--- config.mk ---
export PLATFORM = sky130hd
export DESIGN_NAME = nearest_centroid_hour_anomaly
export DESIGN_NICKNAME = d
export VERILOG_FILES = /design/src/hw/rtl/nca_pkg.sv /design/src/hw/rtl/nca_dist_unit.sv /design/src/hw/rtl/nearest_centroid_hour_anomaly.sv
export VERILOG_INCLUDE_DIRS = /design/src /design/src/hw/rtl
export SDC_FILE = /design/constraint.sdc
export NUM_CORES = 1
export LEC_CHECK = 0
export CORE_MARGIN = 2
export CORE_UTILIZATION = 25
export CTS_CLUSTER_SIZE = 12
export DETAILED_ROUTE_END_ITERATION = 16
export DONT_BUFFER_PORTS = 1
export HOLD_SLACK_MARGIN = 0.15
export SYNTH_ARGS = -nofsm -noshare
export SYNTH_HDL_FRONTEND = slang
export SYNTH_SLANG_ARGS = --single-unit
--- constraint.sdc ---
create_clock -name clock -period 8.5 [get_ports clock]
set_input_delay 0.425 -clock clock [delete_from_list [all_inputs] [get_ports clock]]
set_output_delay 0.425 -clock clock [all_outputs]
set_load 0.02 [all_outputs]
--- src/hw/rtl/nearest_centroid_hour_anomaly_assert.svh ---
// ----------------------------------------------------------------------------
// nearest_centroid_hour_anomaly_assert.svh
// assertion macros for the nearest centroid hour anomaly detector
// ----------------------------------------------------------------------------
`ifndef NEAREST_CENTROID_HOUR_ANOMALY_ASSERT_SVH
`define NEAREST_CENTROID_HOUR_ANOMALY_ASSERT_SVH

`ifndef SYNTHESIS

// property checked on every clock edge outside reset
`define NCA_ASSERT(label, clk, rst, prop) \
   label: assert property (@(posedge clk) disable iff (rst) prop) \
      else $error("nca assertion failed");

// property checked on every clock edge, reset included
`define NCA_ASSERT_ALWAYS(label, clk, prop) \
   label: assert property (@(posedge clk) prop) \
      else $error("nca assertion failed");

`else

`define NCA_ASSERT(label, clk, rst, prop)
`define NCA_ASSERT_ALWAYS(label, clk, prop)

`endif

`endif

--- src/hw/rtl/nca_pkg.sv ---
`timescale 1ns / 1ps
// ----------------------------------------------------------------------------
// nca_pkg
// types and constants shared by the nearest centroid hour anomaly detector
// ----------------------------------------------------------------------------
package nca_pkg;

   localparam int FRAC_BITS     = 8;
   localparam int HOUR_W        = 5;
   localparam int ENTRY_IDX_W   = 4;
   localparam int CENTER_W      = 13;
   localparam int SPREAD_W      = 16;
   localparam int THRESH_W      = 12;
   localparam int CENTERS_W     = 5;
   localparam int DIST_W        = 12;
   localparam int CLUSTER_W     = 4;
   localparam int CSR_INDEX_W   = 1;
   localparam int CSR_DATA_W    = 12;
   localparam int PROD_W        = THRESH_W + SPREAD_W;

   localparam logic [CENTER_W-1:0] DAY_LEN        = CENTER_W'(24 << FRAC_BITS);
   localparam logic [DIST_W-1:0]   HALF_DAY       = DIST_W'(12 << FRAC_BITS);
   localparam logic [DIST_W-1:0]   ONE_HOUR       = DIST_W'(1 << FRAC_BITS);
   localparam logic [HOUR_W-1:0]   HOURS_PER_DAY  = HOUR_W'(24);
   localparam logic [THRESH_W-1:0] THRESHOLD_RESET = THRESH_W'(7 << (FRAC_BITS - 2));

   localparam logic [CSR_INDEX_W-1:0] CSR_THRESHOLD      = 1'b0;
   localparam logic [CSR_INDEX_W-1:0] CSR_CENTERS_IN_USE = 1'b1;

   typedef enum logic {
      OP_CLASSIFY = 1'b0,
      OP_WRITE    = 1'b1
   } op_type;

   typedef enum logic [2:0] {
      ST_IDLE,
      ST_SCAN,
      ST_DRAIN,
      ST_MUL,
      ST_CMP
   } state_type;

   typedef struct packed {
      op_type                 operation;
      logic [HOUR_W-1:0]      hour;
      logic [ENTRY_IDX_W-1:0] entry_index;
      logic [CENTER_W-1:0]    entry_center;
      logic [SPREAD_W-1:0]    entry_spread;
   } req_type;

   typedef struct packed {
      logic                 anomaly;
      logic [CLUSTER_W-1:0] nearest_cluster;
      logic [DIST_W-1:0]    nearest_distance;
   } rsp_type;

endpackage

--- src/hw/rtl/nca_dist_unit.sv ---
`timescale 1ns / 1ps
// ----------------------------------------------------------------------------
// nca_dist_unit
// circular distance between a stored centre and the event hour on a 24-hour day
// ----------------------------------------------------------------------------
module nca_dist_unit
   import nca_pkg::*;
(
   input  logic [CENTER_W-1:0] center,
   input  logic [CENTER_W-1:0] event_hour,
   output logic [DIST_W-1:0]   distance
);

   logic [CENTER_W-1:0] center_mod;
   logic [CENTER_W-1:0] diff;
   logic [CENTER_W-1:0] wrap;

   always_comb begin
      // stored centre is below two days, one subtract folds it
      center_mod = (center >= DAY_LEN) ? center - DAY_LEN : center;
      diff       = (center_mod > event_hour) ? center_mod - event_hour
                                             : event_hour - center_mod;
      wrap       = DAY_LEN - diff;
      distance   = (diff < wrap) ? DIST_W'(diff) : DIST_W'(wrap);
   end

endmodule

--- src/hw/rtl/nearest_centroid_hour_anomaly.sv ---
`timescale 1ns / 1ps
// ----------------------------------------------------------------------------
// nearest_centroid_hour_anomaly
// nearest centroid anomaly detector for event hours on a 24-hour circle
// ----------------------------------------------------------------------------
// A write transaction stores one centre (Q5.8 hours) and spread (Q8.8) in the
// table. A classify transaction walks the first centers_in_use entries
// (clamped to MAX_CENTERS) through one distance and compare unit, one centre
// per cycle behind the registered table read, then runs one multiply and one
// compare for the threshold test; req_stall is high for that whole search,
// longer while the previous result still waits in the output register. A
// classify with no centres in use gives no result. The table holds garbage
// after reset; every entry that is searched must have been written first.
// One result waits in the output register, so the next transaction is
// accepted while the previous result is still stalled.
// ----------------------------------------------------------------------------
`include "nearest_centroid_hour_anomaly_assert.svh"

module nearest_centroid_hour_anomaly
   import nca_pkg::*;
#(
   parameter int MAX_CENTERS = 16
) (
   input  logic                   clock,
   input  logic                   reset,

   input  logic                   req_valid,
   output logic                   req_stall,
   input  req_type                req_data,

   output logic                   rsp_valid,
   input  logic                   rsp_stall,
   output rsp_type                rsp_data,

   input  logic                   csr_write_en,
   input  logic [CSR_INDEX_W-1:0] csr_index,
   input  logic [CSR_DATA_W-1:0]  csr_wdata
);

   localparam int IDX_W = (MAX_CENTERS > 1) ? $clog2(MAX_CENTERS) : 1;
   localparam int CNT_W = $clog2(MAX_CENTERS + 1);

   // configuration
   logic [THRESH_W-1:0]  threshold_ff;
   logic [CENTERS_W-1:0] centers_ff;

   // sequencer
   state_type            state_ff, state_in;
   logic [CNT_W-1:0]     count_ff, count_in;
   logic [CNT_W-1:0]     scan_ff;
   logic [CENTER_W-1:0]  event_ff, event_in;
   logic [HOUR_W-1:0]    hour_mod;

   // table
   logic [CENTER_W-1:0]  center_mem [MAX_CENTERS];
   logic [SPREAD_W-1:0]  spread_mem [MAX_CENTERS];
   logic [IDX_W-1:0]     wr_addr;
   logic [IDX_W-1:0]     rd_addr;

   // scan pipeline
   logic                 rd_vld_ff;
   logic [IDX_W-1:0]     rd_idx_ff;
   logic [CENTER_W-1:0]  center_rd_ff;
   logic [SPREAD_W-1:0]  spread_rd_ff;
   logic [DIST_W-1:0]    dist_comb;
   logic                 dist_vld_ff;
   logic [DIST_W-1:0]    dist_ff;
   logic [IDX_W-1:0]     dist_idx_ff;
   logic [SPREAD_W-1:0]  dist_spread_ff;
   logic                 best_any_ff;
   logic [DIST_W-1:0]    best_d_ff;
   logic [IDX_W-1:0]     best_idx_ff;
   logic [SPREAD_W-1:0]  best_spread_ff;
   logic                 best_upd;
   logic [PROD_W-1:0]    prod_ff;
   logic                 anomaly_comb;

   // output register
   logic                 rsp_valid_ff;
   rsp_type              rsp_data_ff;

   // control
   logic                 req_accept;
   logic                 start;
   logic                 mem_wr;
   logic                 issue;
   logic                 out_load;

   // ------------------------------------------------------------------------
   // configuration port
   // ------------------------------------------------------------------------
   always_ff @(posedge clock) begin
      if (reset) begin
         threshold_ff <= THRESHOLD_RESET;
         centers_ff   <= '0;
      end else if (csr_write_en) begin
         case (csr_index)
            CSR_THRESHOLD:      threshold_ff <= csr_wdata;
            CSR_CENTERS_IN_USE: centers_ff   <= csr_wdata[CENTERS_W-1:0];
            default: ;
         endcase
      end
   end

   // ------------------------------------------------------------------------
   // sequencer outputs
   // ------------------------------------------------------------------------
   always_comb begin
      req_stall  = (state_ff != ST_IDLE);
      req_accept = req_valid && !req_stall;
      start      = req_accept && (req_data.operation == OP_CLASSIFY)
                   && (centers_ff != '0);
      mem_wr     = req_accept && (req_data.operation == OP_WRITE)
                   && (int'(req_data.entry_index) < MAX_CENTERS);
      issue      = (state_ff == ST_SCAN) && (scan_ff < count_ff);
      out_load   = (state_ff == ST_CMP) && (!rsp_valid_ff || !rsp_stall);
   end

   // ------------------------------------------------------------------------
   // sequencer next state
   // ------------------------------------------------------------------------
   always_comb begin
      state_in = state_ff;
      case (state_ff)
         ST_IDLE:  if (start) state_in = ST_SCAN;
         ST_SCAN:  if (scan_ff == count_ff) state_in = ST_DRAIN;
         ST_DRAIN: if (!rd_vld_ff && !dist_vld_ff) state_in = ST_MUL;
         ST_MUL:   state_in = ST_CMP;
         ST_CMP:   if (out_load) state_in = ST_IDLE;
         default:  state_in = ST_IDLE;
      endcase
   end

   always_comb begin
      hour_mod = (req_data.hour >= HOURS_PER_DAY) ? req_data.hour - HOURS_PER_DAY
                                                  : req_data.hour;
      event_in = CENTER_W'(hour_mod) << FRAC_BITS;
      if (int'(centers_ff) > MAX_CENTERS) begin
         count_in = CNT_W'(MAX_CENTERS);
      end else begin
         count_in = CNT_W'(centers_ff);
      end
   end

   always_ff @(posedge clock) begin
      if (reset) begin
         state_ff <= ST_IDLE;
         scan_ff  <= '0;
         count_ff <= '0;
      end else begin
         state_ff <= state_in;
         if (start) begin
            scan_ff  <= '0;
            count_ff <= count_in;
         end else if (issue) begin
            scan_ff <= scan_ff + 1'b1;
         end
      end
   end

   always_ff @(posedge clock) begin
      if (start) begin
         event_ff <= event_in;
      end
   end

   // ------------------------------------------------------------------------
   // centre and spread table
   // ------------------------------------------------------------------------
   assign wr_addr = IDX_W'(req_data.entry_index);
   assign rd_addr = scan_ff[IDX_W-1:0];

   always_ff @(posedge clock) begin
      if (mem_wr) begin
         center_mem[wr_addr] <= req_data.entry_center;
         spread_mem[wr_addr] <= req_data.entry_spread;
      end
   end

   always_ff @(posedge clock) begin
      if (issue) begin
         center_rd_ff <= center_mem[rd_addr];
         spread_rd_ff <= spread_mem[rd_addr];
         rd_idx_ff    <= rd_addr;
      end
   end

   // ------------------------------------------------------------------------
   // distance and running minimum
   // ------------------------------------------------------------------------
   nca_dist_unit u_dist (
      .center     (center_rd_ff),
      .event_hour (event_ff),
      .distance   (dist_comb)
   );

   always_ff @(posedge clock) begin
      if (reset) begin
         rd_vld_ff   <= 1'b0;
         dist_vld_ff <= 1'b0;
         best_any_ff <= 1'b0;
      end else begin
         rd_vld_ff   <= issue;
         dist_vld_ff <= rd_vld_ff;
         if (start) begin
            best_any_ff <= 1'b0;
         end else if (dist_vld_ff) begin
            best_any_ff <= 1'b1;
         end
      end
   end

   always_ff @(posedge clock) begin
      if (rd_vld_ff) begin
         dist_ff        <= dist_comb;
         dist_idx_ff    <= rd_idx_ff;
         dist_spread_ff <= spread_rd_ff;
      end
   end

   // strict less-than keeps the lowest index on ties
   assign best_upd = dist_vld_ff && (!best_any_ff || (dist_ff < best_d_ff));

   always_ff @(posedge clock) begin
      if (best_upd) begin
         best_d_ff      <= dist_ff;
         best_idx_ff    <= dist_idx_ff;
         best_spread_ff <= dist_spread_ff;
      end
   end

   // ------------------------------------------------------------------------
   // threshold test: dist << frac >= threshold * spread, or dist >= one hour for zero spread
   // ------------------------------------------------------------------------
   always_ff @(posedge clock) begin
      if (state_ff == ST_MUL) begin
         prod_ff <= PROD_W'(threshold_ff) * PROD_W'(best_spread_ff);
      end
   end

   always_comb begin
      if (best_spread_ff != '0) begin
         anomaly_comb = ((PROD_W'(best_d_ff) << FRAC_BITS) >= prod_ff);
      end else begin
         anomaly_comb = (best_d_ff >= ONE_HOUR);
      end
   end

   // ------------------------------------------------------------------------
   // output register
   // ------------------------------------------------------------------------
   always_ff @(posedge clock) begin
      if (reset) begin
         rsp_valid_ff <= 1'b0;
      end else if (out_load) begin
         rsp_valid_ff <= 1'b1;
      end else if (!rsp_stall) begin
         rsp_valid_ff <= 1'b0;
      end
   end

   always_ff @(posedge clock) begin
      if (out_load) begin
         rsp_data_ff.anomaly          <= anomaly_comb;
         rsp_data_ff.nearest_cluster  <= CLUSTER_W'(best_idx_ff);
         rsp_data_ff.nearest_distance <= best_d_ff;
      end
   end

   assign rsp_valid = rsp_valid_ff;
   assign rsp_data  = rsp_data_ff;

   // ------------------------------------------------------------------------
   // assertions
   // ------------------------------------------------------------------------
   `NCA_ASSERT(a_scan_in_range, clock, reset, scan_ff <= count_ff)
   `NCA_ASSERT(a_best_in_range, clock, reset,
               (state_ff == ST_MUL) |-> (CNT_W'(best_idx_ff) < count_ff))
   `NCA_ASSERT(a_load_shows, clock, reset, out_load |=> rsp_valid)
   `NCA_ASSERT_ALWAYS(a_dist_bound, clock,
                      rsp_valid_ff |-> (rsp_data_ff.nearest_distance <= HALF_DAY))

endmodule

# Word-level counts from Yosys, hierarchy flattened
# Memories as Yosys holds them, arrays and structs flattened. A register that Yosys moved wholly into a read port is not among the register bits.
# Cells that the tools add are included.
# word_totals
n_memories,2
latch_bits,0
ram_bits,464
in_bits,57
output_inout_bits,19
register_bits,152
rom_bits,0
# memory_table
name,words,width,read_ports,rd_ports_with_merged_regs,wr,line_no,rtl
spread_mem,16,16,1,1,1,nearest_centroid_hour_anomaly.sv:56,logic [SPREAD_W-1:0] spread_mem [MAX_CENTERS];
center_mem,16,13,1,1,1,nearest_centroid_hour_anomaly.sv:55,logic [CENTER_W-1:0] center_mem [MAX_CENTERS];
# classes
bitwise_logic,2
mul,1
reduce_logical,24
div,0
shift,0
magnitude_cmp,9
n_eq_ne,10
mux,15
addsub,6
# ops
operator,n
20-bit by 28-bit >= comparator with 1-bit output,1
12-bit by 16-bit multiplier with 28-bit output,1
13-bit two-way mux,2
13-bit subtractor,2
16-bit nonzero test,1
3-bit one-hot mux with 5 select lines,1
"13-bit >= comparator, second input constant",1
13-bit > comparator,1
13-bit less-than comparator,1
"13-bit subtractor, first input constant",1
"13-bit subtractor, second input constant",1
"12-bit by 9-bit >= comparator with 1-bit output, second input constant",1
12-bit less-than comparator,1
12-bit two-way mux,1
3-bit two-way mux,4
5-bit two-way mux,2
1-bit logical AND,8
"3-bit by 2-bit == test with 1-bit output, second input constant",2
1-bit zero test,6
"2-bit inequality test, second input constant",3
"5-bit by 1-bit adder with 5-bit output, second input constant",1
5-bit == test,1
"5-bit >= comparator, second input constant",1
"5-bit > comparator, second input constant",1
14 further kinds,22

# Depth between registers and ports, before layout
# Gate-level depths: netlist of the first run.
# depth
word_depth,7
depth_mapped,22

# Cells and area by module
# Synthesis of the first run repeated with hierarchy kept, for this count alone.
# hier_totals
hier_cells,2089
hier_area_um2,32399.8
# modules_own_cells
module,seq_area_each_um2,area_each_um2,cells_each,instances
nearest_centroid_hour_anomaly,19028.2,30518.0,1851,1
nca_dist_unit,0.0,1881.8,238,1

# Worst setup path after synthesis of the first run
# No wires, ideal clock.
# synth_timing
kind,reg2reg
from,register threshold_ff[3]
to,register prod_ff[21] (data pin)
synth_period_minus_slack_ps,5766
required_time_ps,8242
slack_ps,2734
setup_ps,258
path_stages_with_launch,22
arrival_ps,5508
path_cell_list,dfxtp_1 -> clkbuf_1 -> clkbuf_1 -> nand2_1 -> fa_1 -> fa_1 -> fa_1 -> inv_1 -> fa_1 -> inv_1 -> fa_1 -> inv_1 -> ha_1 -> a21oi_1 -> nor3b_1 -> o21ai_0 -> a2111oi_0 -> nor3_1 -> a2111oi_0 -> o21bai_1 -> a21oi_1 -> xnor2_1
# synth_between
elab_chain_cells,1
# synth_lines
item,line_no,rtl
from (decl),nearest_centroid_hour_anomaly.sv:44,logic [THRESH_W-1:0] threshold_ff;
from (signal assigned),nearest_centroid_hour_anomaly.sv:98,CSR_THRESHOLD: threshold_ff <= csr_wdata;
12-bit by 16-bit multiplier with 28-bit output,nearest_centroid_hour_anomaly.sv:237,prod_ff <= PROD_W'(threshold_ff) * PROD_W'(best_spread_ff);
to (signal assigned),nearest_centroid_hour_anomaly.sv:237,
to (decl),nearest_centroid_hour_anomaly.sv:75,logic [PROD_W-1:0] prod_ff;
# No other way between the ends.
# A chain may end at the register's enable or synchronous reset.

# Final worst setup path of the first run
# layout_timing
from,"register center_rd_ff[3], read port of center_mem"
to,register dist_ff[3] (data pin)
# layout_between
elab_chain_cells,7
# layout_lines
item,line_no,rtl
from (decl),nearest_centroid_hour_anomaly.sv:63,logic [CENTER_W-1:0] center_rd_ff;
13-bit subtractor / 13-bit >= comparator (equally long branches),nca_dist_unit.sv:20,center_mod = (center >= DAY_LEN) ? center - DAY_LEN : center;
13-bit two-way mux *,nca_dist_unit.sv:20,
13-bit subtractor (tied with other cells),nca_dist_unit.sv:22,: event_hour - center_mod;
13-bit two-way mux *,nca_dist_unit.sv:21,diff = (center_mod > event_hour) ? center_mod - event_hour
13-bit subtractor,nca_dist_unit.sv:23,wrap = DAY_LEN - diff;
13-bit less-than comparator,nca_dist_unit.sv:24,distance = (diff < wrap) ? DIST_W'(diff) : DIST_W'(wrap);
12-bit two-way mux *,nca_dist_unit.sv:24,
via dist_comb[3],nearest_centroid_hour_anomaly.sv:65,logic [DIST_W-1:0] dist_comb;
to (signal assigned),nearest_centroid_hour_anomaly.sv:215,dist_ff <= dist_comb;
to (decl),nearest_centroid_hour_anomaly.sv:67,logic [DIST_W-1:0] dist_ff;
# The timed path passes the listed nets; every way through them passes the cells marked *.

==> Implementation_results.wiki, run 1 <==
{| class="wikitable"
! Metric !! Value
|-
| Post-synthesis net count || 2309
|-
| Average size of a mapped cell || 15.8 sq um
|-
| Per-cell via count in the routed design || 4.43
|-
| Hold Crit Class || primary input to register
|-
| Commonest cells in the synthesized netlist || sky130_fd_sc_hd__edfxtp_1 (611), sky130_fd_sc_hd__inv_1 (232), sky130_fd_sc_hd__nand2_1 (200), sky130_fd_sc_hd__mux4_2 (145), sky130_fd_sc_hd__fa_1 (141)
|-
| Post-Route WL || 70.4 mm
|-
| Top-area cell type share of the netlist area || 58.3%
|-
| Total number of vias || 16700
|-
| Main flop type after synthesis || sky130_fd_sc_hd__edfxtp_1
|-
| Routed length per placed instance || 18.7 microns
|-
| Setup TNS || 0 ns
|-
| Most used standard cell by instance count after synthesis || sky130_fd_sc_hd__edfxtp_1
|-
| Level count of the clock H-tree || 3
|-
| Area of the core || 0.125 sq mm
|-
| Power density relative to cell area || 199 mW/mm^2
|-
| Number of global-route vias before repair || 17000
|-
| Total of warnings raised by yosys || 0
|-
| RSZ-0062 raised after global routing || false
|-
| Cells after Synth || 1998
|-
| Count of different cell masters after synthesis || 73
|-
| Total Nets Final || 2385
|-
| Number of ports placed on the die boundary || 76
|-
| Largest cells by area after synthesis || sky130_fd_sc_hd__edfxtp_1 (58%), sky130_fd_sc_hd__mux4_2 (10%), sky130_fd_sc_hd__fa_1 (9.0%), sky130_fd_sc_hd__ha_1 (4.5%), sky130_fd_sc_hd__inv_1 (2.8%)
|-
| First-pass GRT wire length || 107 mm
|-
| Number of antenna violations at the first check in global routing || 17
|-
| Remaining design rule violation count || 0
|-
| Latest clock arrival within the worst-skew pair || 0.62 ns
|-
| Slew Limit Fails || 0
|-
| DP HPWL || 43.9 mm
|-
| Register clock-pin slew on the reported worst setup and hold paths || 0.07 ns
|-
| Synth area leader || sky130_fd_sc_hd__edfxtp_1
|-
| Finish-stage setup viols || 0
|-
| Critical setup path kind || register to register
|-
| Starting density of the core || 25.1%
|-
| Leak Pwr || 12.4 nW
|-
| TritonCTS buffer count || 66
|-
| Number of failing hold endpoints at the final stage || 0
|-
| Outcome || finished clean
|-
| Transition time of the tightest slew-check pin || 0.953 ns
|-
| Reported max-cap violation count || 0
|-
| FF+latch count, synth || 645
|-
| Area overhead of the layout relative to synthesis || 14.7%
|-
| Worst vdd rail ir drop || 0.000135 V
|-
| Achievable frequency || 160 MHz
|-
| Crit path required time || 8.85 ns
|-
| Critical path startpoint category || register
|-
| Synthesized cell area || 0.0315 sq mm
|-
| Std-Cell Rows || 130
|-
| Worst Path Max Fanout || 17
|-
| Die outline area || 0.129 sq mm
|-
| TritonCTS clock tree || yes
|-
| Post-CTS repair timing setup buffer count || 0
|-
| GR Overflow Total || 0
|-
| Iteration-0 DRC count of the detailed router || 1543
|-
| Proportion of synthesized chip area in sequential cells || 60.4%
|-
| Proportion of layout cells with a drive suffix above 1 || 14.3%
|-
| Non-Filler Instances || 3758
|-
| Max_slew headroom || 36.5%
|-
| Vertical die dimension || 359 microns
|-
| WP data arrival || 6.62 ns
|-
| Number of input and output port buffers inserted || 0
|-
| RD Place Congestion || 0.809
|-
| Final critical-path required period || 6.27 ns
|-
| Placed instance count || 3594
|-
| EDFF count, synth || 611
|-
| Max Clock Skew || 0.0164 ns
|-
| Core occupancy in the finished layout || 28.8%
|-
| Overall Global Routing Usage || 10.9%
|-
| Horiz. Die Dim || 359 microns
|-
| Clock tree sinks || 645
|-
| Number of buffers between clock root and the deepest sink || 3
|-
| Setup slack of the worst register-to-register path || 2.23 ns
|-
| Clock tree root buffer cell || sky130_fd_sc_hd__clkbuf_16
|-
| Number of nets still failing antenna checks after routing || 0
|-
| Type of destination of the critical path || register
|-
| Async set-reset flop share out of synthesis || 0%
|-
| Final cycle utilization of the critical path || 73.8%
|-
| Number of iterations in the first detailed-routing pass || 5
|-
| Maximum number of pins on one net before global-route repair || 95
|}
-- metal layers --
metal	share of wire, %	GRT usage [%]	up-vias
met5	0.067	0	-
met3	6.8	2.43	77
met4	1.5	2.37	8
met2	46	16.5	463
li1	-	-	7411
met1	46	15.9	8705
-- final cells by class --
class / instances / area, sq um
Clock inverter: 12 / 149
Inverter: 232 / 871
Antenna cell: 4 / 10.0
Clock buffer: 86 / 1740
Sequential cell: 645 / 19000
Tap cell: 1650 / 2060
Multi-Input combinational cell: 1040 / 11400
Timing Repair Buffer: 89 / 846
Fill cell: 12500 / 89100
-- where the power goes --
| part | total [mW] | switching (mW) | internal, mW |
|---|---|---|---|
| Sequential | 3.60 | 0.0414 | 3.56 |
| Clock | 2.64 | 1.19 | 1.45 |
| Combinational | 0.947 | 0.556 | 0.391 |
| Total | 7.19 | 1.79 | 5.40 |
-- path summary, 6_finish.rpt --
kind	endpoint	cells after the start	from
max	dist_ff[3]	18	center_rd_ff[3]
min	scan_ff[0]	2	reset
max reg2reg	dist_ff[3]	18	center_rd_ff[3]
min reg2reg	dist_spread_ff[8]	0	spread_rd_ff[8]
-- through the flow --
| step | power, mW | area [sq um] | setup slack [ns] | hold slack [ns] |
|---|---|---|---|---|
| floorplan | 4.33 | 31500 | 2.73 | 0.400 |
| finish | 7.19 | 36100 | 2.23 | 0.211 |
| global placement | 4.56 | 33600 | 2.38 | 0.401 |
| CTS | 7.27 | 36100 | 2.28 | 0.171 |
| global route | 7.52 | 36100 | 1.90 | 0.178 |
| detailed placement | 4.57 | 33600 | 2.30 | 0.405 |
-- registers in the layout (all words and copies together) (netlist names), 3 cells and up --
signal,cells
rsp_data,17
dist_idx_ff,4
best_d_ff,12
prod_ff,28
state_ff,3
scan_ff,5
center_rd_ff,13
event_ff,5
spread_mem,256
spread_rd_ff,16
centers_ff,5
rd_idx_ff,4
dist_ff,12
center_mem,208
best_spread_ff,16
count_ff,5
threshold_ff,12
dist_spread_ff,16
best_idx_ff,4
-- worst max-delay path: stages, from the launching register on --
cell and delay [ns]:
sky130_fd_sc_hd__edfxtp_1 0.51, sky130_fd_sc_hd__or3_1 0.52, sky130_fd_sc_hd__nor2_1 0.24, sky130_fd_sc_hd__a41oi_1 0.20, sky130_fd_sc_hd__xnor2_1 0.18, sky130_fd_sc_hd__ha_1 0.40, sky130_fd_sc_hd__and2_1 0.25, sky130_fd_sc_hd__o211ai_2 0.18
sky130_fd_sc_hd__a21oi_2 0.74, sky130_fd_sc_hd__mux2_4 0.38, sky130_fd_sc_hd__nand3b_4 0.16, sky130_fd_sc_hd__o21bai_4 0.19, sky130_fd_sc_hd__or3_4 0.39, sky130_fd_sc_hd__or3_4 0.40, sky130_fd_sc_hd__ha_1 0.32, sky130_fd_sc_hd__nor2_1 0.09
sky130_fd_sc_hd__a2111oi_4 0.39, sky130_fd_sc_hd__o21ai_4 0.14, sky130_fd_sc_hd__mux2_4 0.32
-- kinds of logic (layout without fill, tap and decap cells) --
logic type	count (synthesis)	count (layout)	share of synthesized area, %
buf+inv	313	419	3.76
other cells	0	4	0
simple gates	435	435	6.82
fa+ha+maj	254	254	13.5
flops	645	645	60.4
xor+xnor	40	40	1.14
mux	160	160	11.0
compound gates	151	151	3.39
-- placed cells by master, fill, tap and decap left out, types with 13 or more instances in the layout --
| cell | Yosys | layout |
|---|---|---|
| sky130_fd_sc_hd__nor3_1 | 17 | 13 |
| sky130_fd_sc_hd__and2_1 | 69 | 69 |
| sky130_fd_sc_hd__nand2_1 | 200 | 200 |
| sky130_fd_sc_hd__nor2_1 | 52 | 40 |
| sky130_fd_sc_hd__clkbuf_1 | 64 | 19 |
| sky130_fd_sc_hd__ha_1 | 113 | 113 |
| sky130_fd_sc_hd__xnor2_1 | 27 | 27 |
| sky130_fd_sc_hd__dfxtp_1 | 34 | 30 |
| sky130_fd_sc_hd__dlygate4sd3_1 | 0 | 61 |
| sky130_fd_sc_hd__buf_4 | 0 | 26 |
| sky130_fd_sc_hd__nor2b_1 | 15 | 15 |
| sky130_fd_sc_hd__clkbuf_16 | 0 | 66 |
| sky130_fd_sc_hd__edfxtp_1 | 611 | 611 |
| sky130_fd_sc_hd__a21o_1 | 14 | 14 |
| sky130_fd_sc_hd__mux4_2 | 145 | 145 |
| sky130_fd_sc_hd__nand3_1 | 13 | 13 |
| sky130_fd_sc_hd__a21oi_1 | 56 | 55 |
| sky130_fd_sc_hd__fa_1 | 141 | 141 |
| sky130_fd_sc_hd__o21ai_0 | 23 | 23 |
| sky130_fd_sc_hd__inv_1 | 232 | 232 |
-- timing repair --
item | 4_1_cts | 5_1_grt
hold buffers | 62 | 0
gates resized for setup | 0 | 0
endpoints found under the hold margin | 497 | 0
(Power assumes the default switching activity.)
==> run 2: changes to the inputs <==
- clock period: 8.5 -> 5.3 ns (I/O delays scaled with it)
==> run 2 against run 1 <==
Effect of this change:
- the flow now finishes with violations (setup timing)
- critical path depth grew 3
- count of clock-buffer cells in the layout shrank 4
- register-to-register slack lost 2.4 ns
- die area is the same
- non-clock buffer count grew 146
- critical path type unchanged
- critical endpoint is now prod_ff[25]
==> Implementation_results.wiki, run 2 (synthesized netlist as in run 1, its figures left out) <==
{| class="wikitable"
! Metric !! Value
|-
| Largest registers || spread_mem x256, center_mem x208, prod_ff x28
|-
| Slew Limit Fails || 0 (unchanged)
|-
| Number of ports placed on the die boundary || 76 (unchanged)
|-
| TritonCTS clock tree || yes
|-
| Crit path required time || 5.69 ns (-3.16 ns)
|-
| Hold Crit Class || primary input to register
|-
| Number of failing hold endpoints at the final stage || 0 (unchanged)
|-
| Register clock-pin slew on the reported worst setup and hold paths || 0.06 ns (about the same)
|-
| Area of the multi-input gates || 0.0117 sq mm (+2.5%)
|-
| Power density relative to cell area || 317 mW/mm^2 (+59%)
|-
| Std-Cell Rows || 130 (unchanged)
|-
| DP HPWL || 46.2 mm (+5.1%)
|-
| Worst Path Max Fanout || 4 (-13)
|-
| Routed length per placed instance || 18.4 microns (-1.9%)
|-
| Level count of the clock H-tree || 3 (unchanged)
|-
| Most common cell after layout, fill and taps aside || sky130_fd_sc_hd__edfxtp_1
|-
| Flip-flop count of the largest register, all copies and words added || 256 (unchanged)
|-
| Total number of vias || 17100 (+2.4%)
|-
| Iteration-0 DRC count of the detailed router || 1405 (-8.9%)
|-
| Max_slew headroom || 20.7% (-16 points)
|-
| TritonCTS buffer count || 67 (+1.5%)
|-
| Maximum number of pins on one net before global-route repair || 108 (+14%)
|-
| Overall Global Routing Usage || 11.1% (+0.22 points)
|-
| Final cycle utilization of the critical path || 103% (+29 points)
|-
| Total Nets Final || 2532 (+6.2%)
|-
| Number of iterations in the first detailed-routing pass || 5 (unchanged)
|-
| Achievable frequency || 184 MHz (+15%)
|-
| Transition time of the tightest slew-check pin || 1.19 ns (+0.233 ns)
|-
| Post-Route WL || 71.8 mm (+1.8%)
|-
| Top library cells by usage in the layout, fill and taps aside || sky130_fd_sc_hd__edfxtp_1 (611), sky130_fd_sc_hd__inv_1 (228), sky130_fd_sc_hd__nand2_1 (199), sky130_fd_sc_hd__buf_4 (161), sky130_fd_sc_hd__mux4_2 (145)
|-
| Critical path endpoint || prod_ff[25]
|-
| Area overhead of the layout relative to synthesis || 19.4%
|-
| Smallest hold slack || 0.206 ns (-0.00490 ns)
|-
| Number of buffers between clock root and the deepest sink || 3 (unchanged)
|-
| Latest clock arrival within the worst-skew pair || 0.64 ns (+0.02 ns)
|-
| Setup slack of the worst register-to-register path || -0.13 ns (-2.37 ns)
|-
| Area of the core || 0.125 sq mm (unchanged)
|-
| Origin of the worst setup path || best_spread_ff[5]
|-
| RD Place Congestion || 0.827 (+2.3%)
|-
| RSZ-0062 raised after global routing || true
|-
| Critical register-to-register path startpoint || best_spread_ff[5]
|-
| Proportion of layout cells with a drive suffix above 1 || 21.9% (+7.7 points)
|-
| Number of antenna violations at the first check in global routing || 9 (-8)
|-
| Clock tree root buffer cell || sky130_fd_sc_hd__clkbuf_16
|-
| Critical path startpoint category || register
|-
| Leak Pwr || 13.2 nW (+6.4%)
|-
| Starting density of the core || 25.1% (unchanged)
|-
| Die outline area || 0.129 sq mm (unchanged)
|-
| Critical setup path kind || register to register
|-
| Outcome || complete, but fails checks
|-
| Final critical-path required period || 5.43 ns (-0.835 ns)
|-
| Horiz. Die Dim || 359 microns (unchanged)
|-
| Clock tree sinks || 645 (unchanged)
|-
| Number of global-route vias before repair || 17300 (+1.9%)
|-
| Sequential Area || 0.0190 sq mm (about the same)
|-
| Fill cell count || 12500 (-0.18%)
|-
| Per-cell via count in the routed design || 4.37 (-1.4%)
|-
| Violated checks || setup timing
|-
| Reported max-cap violation count || 0 (unchanged)
|-
| Max Clock Skew || 0.0334 ns (+0.0169 ns)
|-
| Worst vdd rail ir drop || 0.000195 V (+45%)
|-
| Number of nets still failing antenna checks after routing || 0 (unchanged)
|-
| GR Overflow Total || 0 (unchanged)
|-
| Number of input and output port buffers inserted || 0 (unchanged)
|-
| Vertical die dimension || 359 microns (unchanged)
|-
| WP data arrival || 5.82 ns (-0.80 ns)
|-
| PnR Total Power || 11.9 mW (+65%)
|-
| Remaining design rule violation count || 0 (unchanged)
|-
| R2r worst-path depth || 21 (+3)
|-
| Crit Reg-Reg Endpoint || prod_ff[25]
|-
| First-pass GRT wire length || 108 mm (+1.6%)
|-
| Type of destination of the critical path || register
|-
| Largest Register || spread_mem
|-
| Finish-stage setup viols || 7 (+7)
|-
| Worst path setup slack after routing || -0.134 ns (-2.37 ns)
|}
-- run 2: power by group --
part           leakage (nW)  switching, mW  total (mW)  internal [mW]
combinational          6.51           1.01        1.81          0.805
sequential             5.78         0.0477        5.76           5.71
clock                 0.933           1.95        4.32           2.37
total                  13.2           3.01        11.9           8.89
-- run 2: per-stage QoR --
step | utilization, % | setup TNS (ns) | cells | instance area, sq um | worst slack (ns)
2_1_floorplan | - | -0.00740 | 1998 | 31600 | -0.00740
4_1_cts | 29.9 | -0.283 | 3896 | 37400 | -0.145
6_report | 30.0 | -0.562 | 3902 | 37600 | -0.134
5_1_grt | 30.0 | -2.34 | 3902 | 37600 | -0.348
3_5_place_dp | 27.6 | -1.95 | 3710 | 34500 | -0.321
3_3_place_gp | 27.6 | -1.42 | 3710 | 34500 | -0.244
-- run 2: worst min path at each step --
stage | cells after the start | start | end
after CTS | 2 | req_data[30] | spread_mem[4][14]
after global placement | 1 | reset | threshold_ff[0]
after floorplan | 0 | req_data[16] | center_mem[0][0]
final | 2 | req_data[30] | spread_mem[0][12]
after global routing | 2 | req_data[30] | spread_mem[4][14]
after detailed placement | 1 | reset | centers_ff[4]
-- run 2: worst max-delay path: stages (launching register included) --
cell,delay (ns)
sky130_fd_sc_hd__edfxtp_1,0.46
sky130_fd_sc_hd__buf_4,0.18
sky130_fd_sc_hd__buf_6,0.11
sky130_fd_sc_hd__nand2_2,0.06
sky130_fd_sc_hd__fa_1,0.42
sky130_fd_sc_hd__fa_1,0.48
sky130_fd_sc_hd__fa_1,0.55
sky130_fd_sc_hd__inv_1,0.05
sky130_fd_sc_hd__fa_1,0.47
sky130_fd_sc_hd__inv_1,0.05
sky130_fd_sc_hd__fa_1,0.49
sky130_fd_sc_hd__inv_2,0.04
sky130_fd_sc_hd__ha_4,0.23
sky130_fd_sc_hd__a21oi_4,0.13
sky130_fd_sc_hd__nor3b_2,0.19
sky130_fd_sc_hd__o21ai_2,0.11
sky130_fd_sc_hd__a2111oi_4,0.42
sky130_fd_sc_hd__nor3_4,0.12
sky130_fd_sc_hd__a21oi_2,0.22
sky130_fd_sc_hd__a21oi_4,0.11
sky130_fd_sc_hd__o41ai_2,0.23
sky130_fd_sc_hd__xnor2_1,0.09
-- run 2: final cells by class --
class	instances	area share, %
Inverter	232	2.32
Antenna cell	1	0.00666
Sequential cell	645	50.7
Timing Repair Buffer	235	5.31
Clock inverter	17	0.430
Multi-Input combinational cell	1040	31.1
Clock buffer	82	4.70
Tap cell	1650	5.49
-- run 2: timing repair --
item,4_1_cts,5_1_grt
endpoints found under the setup margin,15,20
hold buffers,66,0
buffers inserted,21,5
endpoints found under the hold margin,520,0
pin swaps,27,28
gates resized for setup,34,23
-- run 2: layer usage --
layer | wire [microns] | global-route usage [%] | share of wire [%] | vias up
li1 | - | - | - | 7714
met1 | 33500 | 16.0 | 47 | 8830
met2 | 32700 | 16.9 | 46 | 415
met3 | 4300 | 2.68 | 6.0 | 90
met4 | 1230 | 2.43 | 1.7 | 8
met5 | 54 | 0 | 0.075 | -
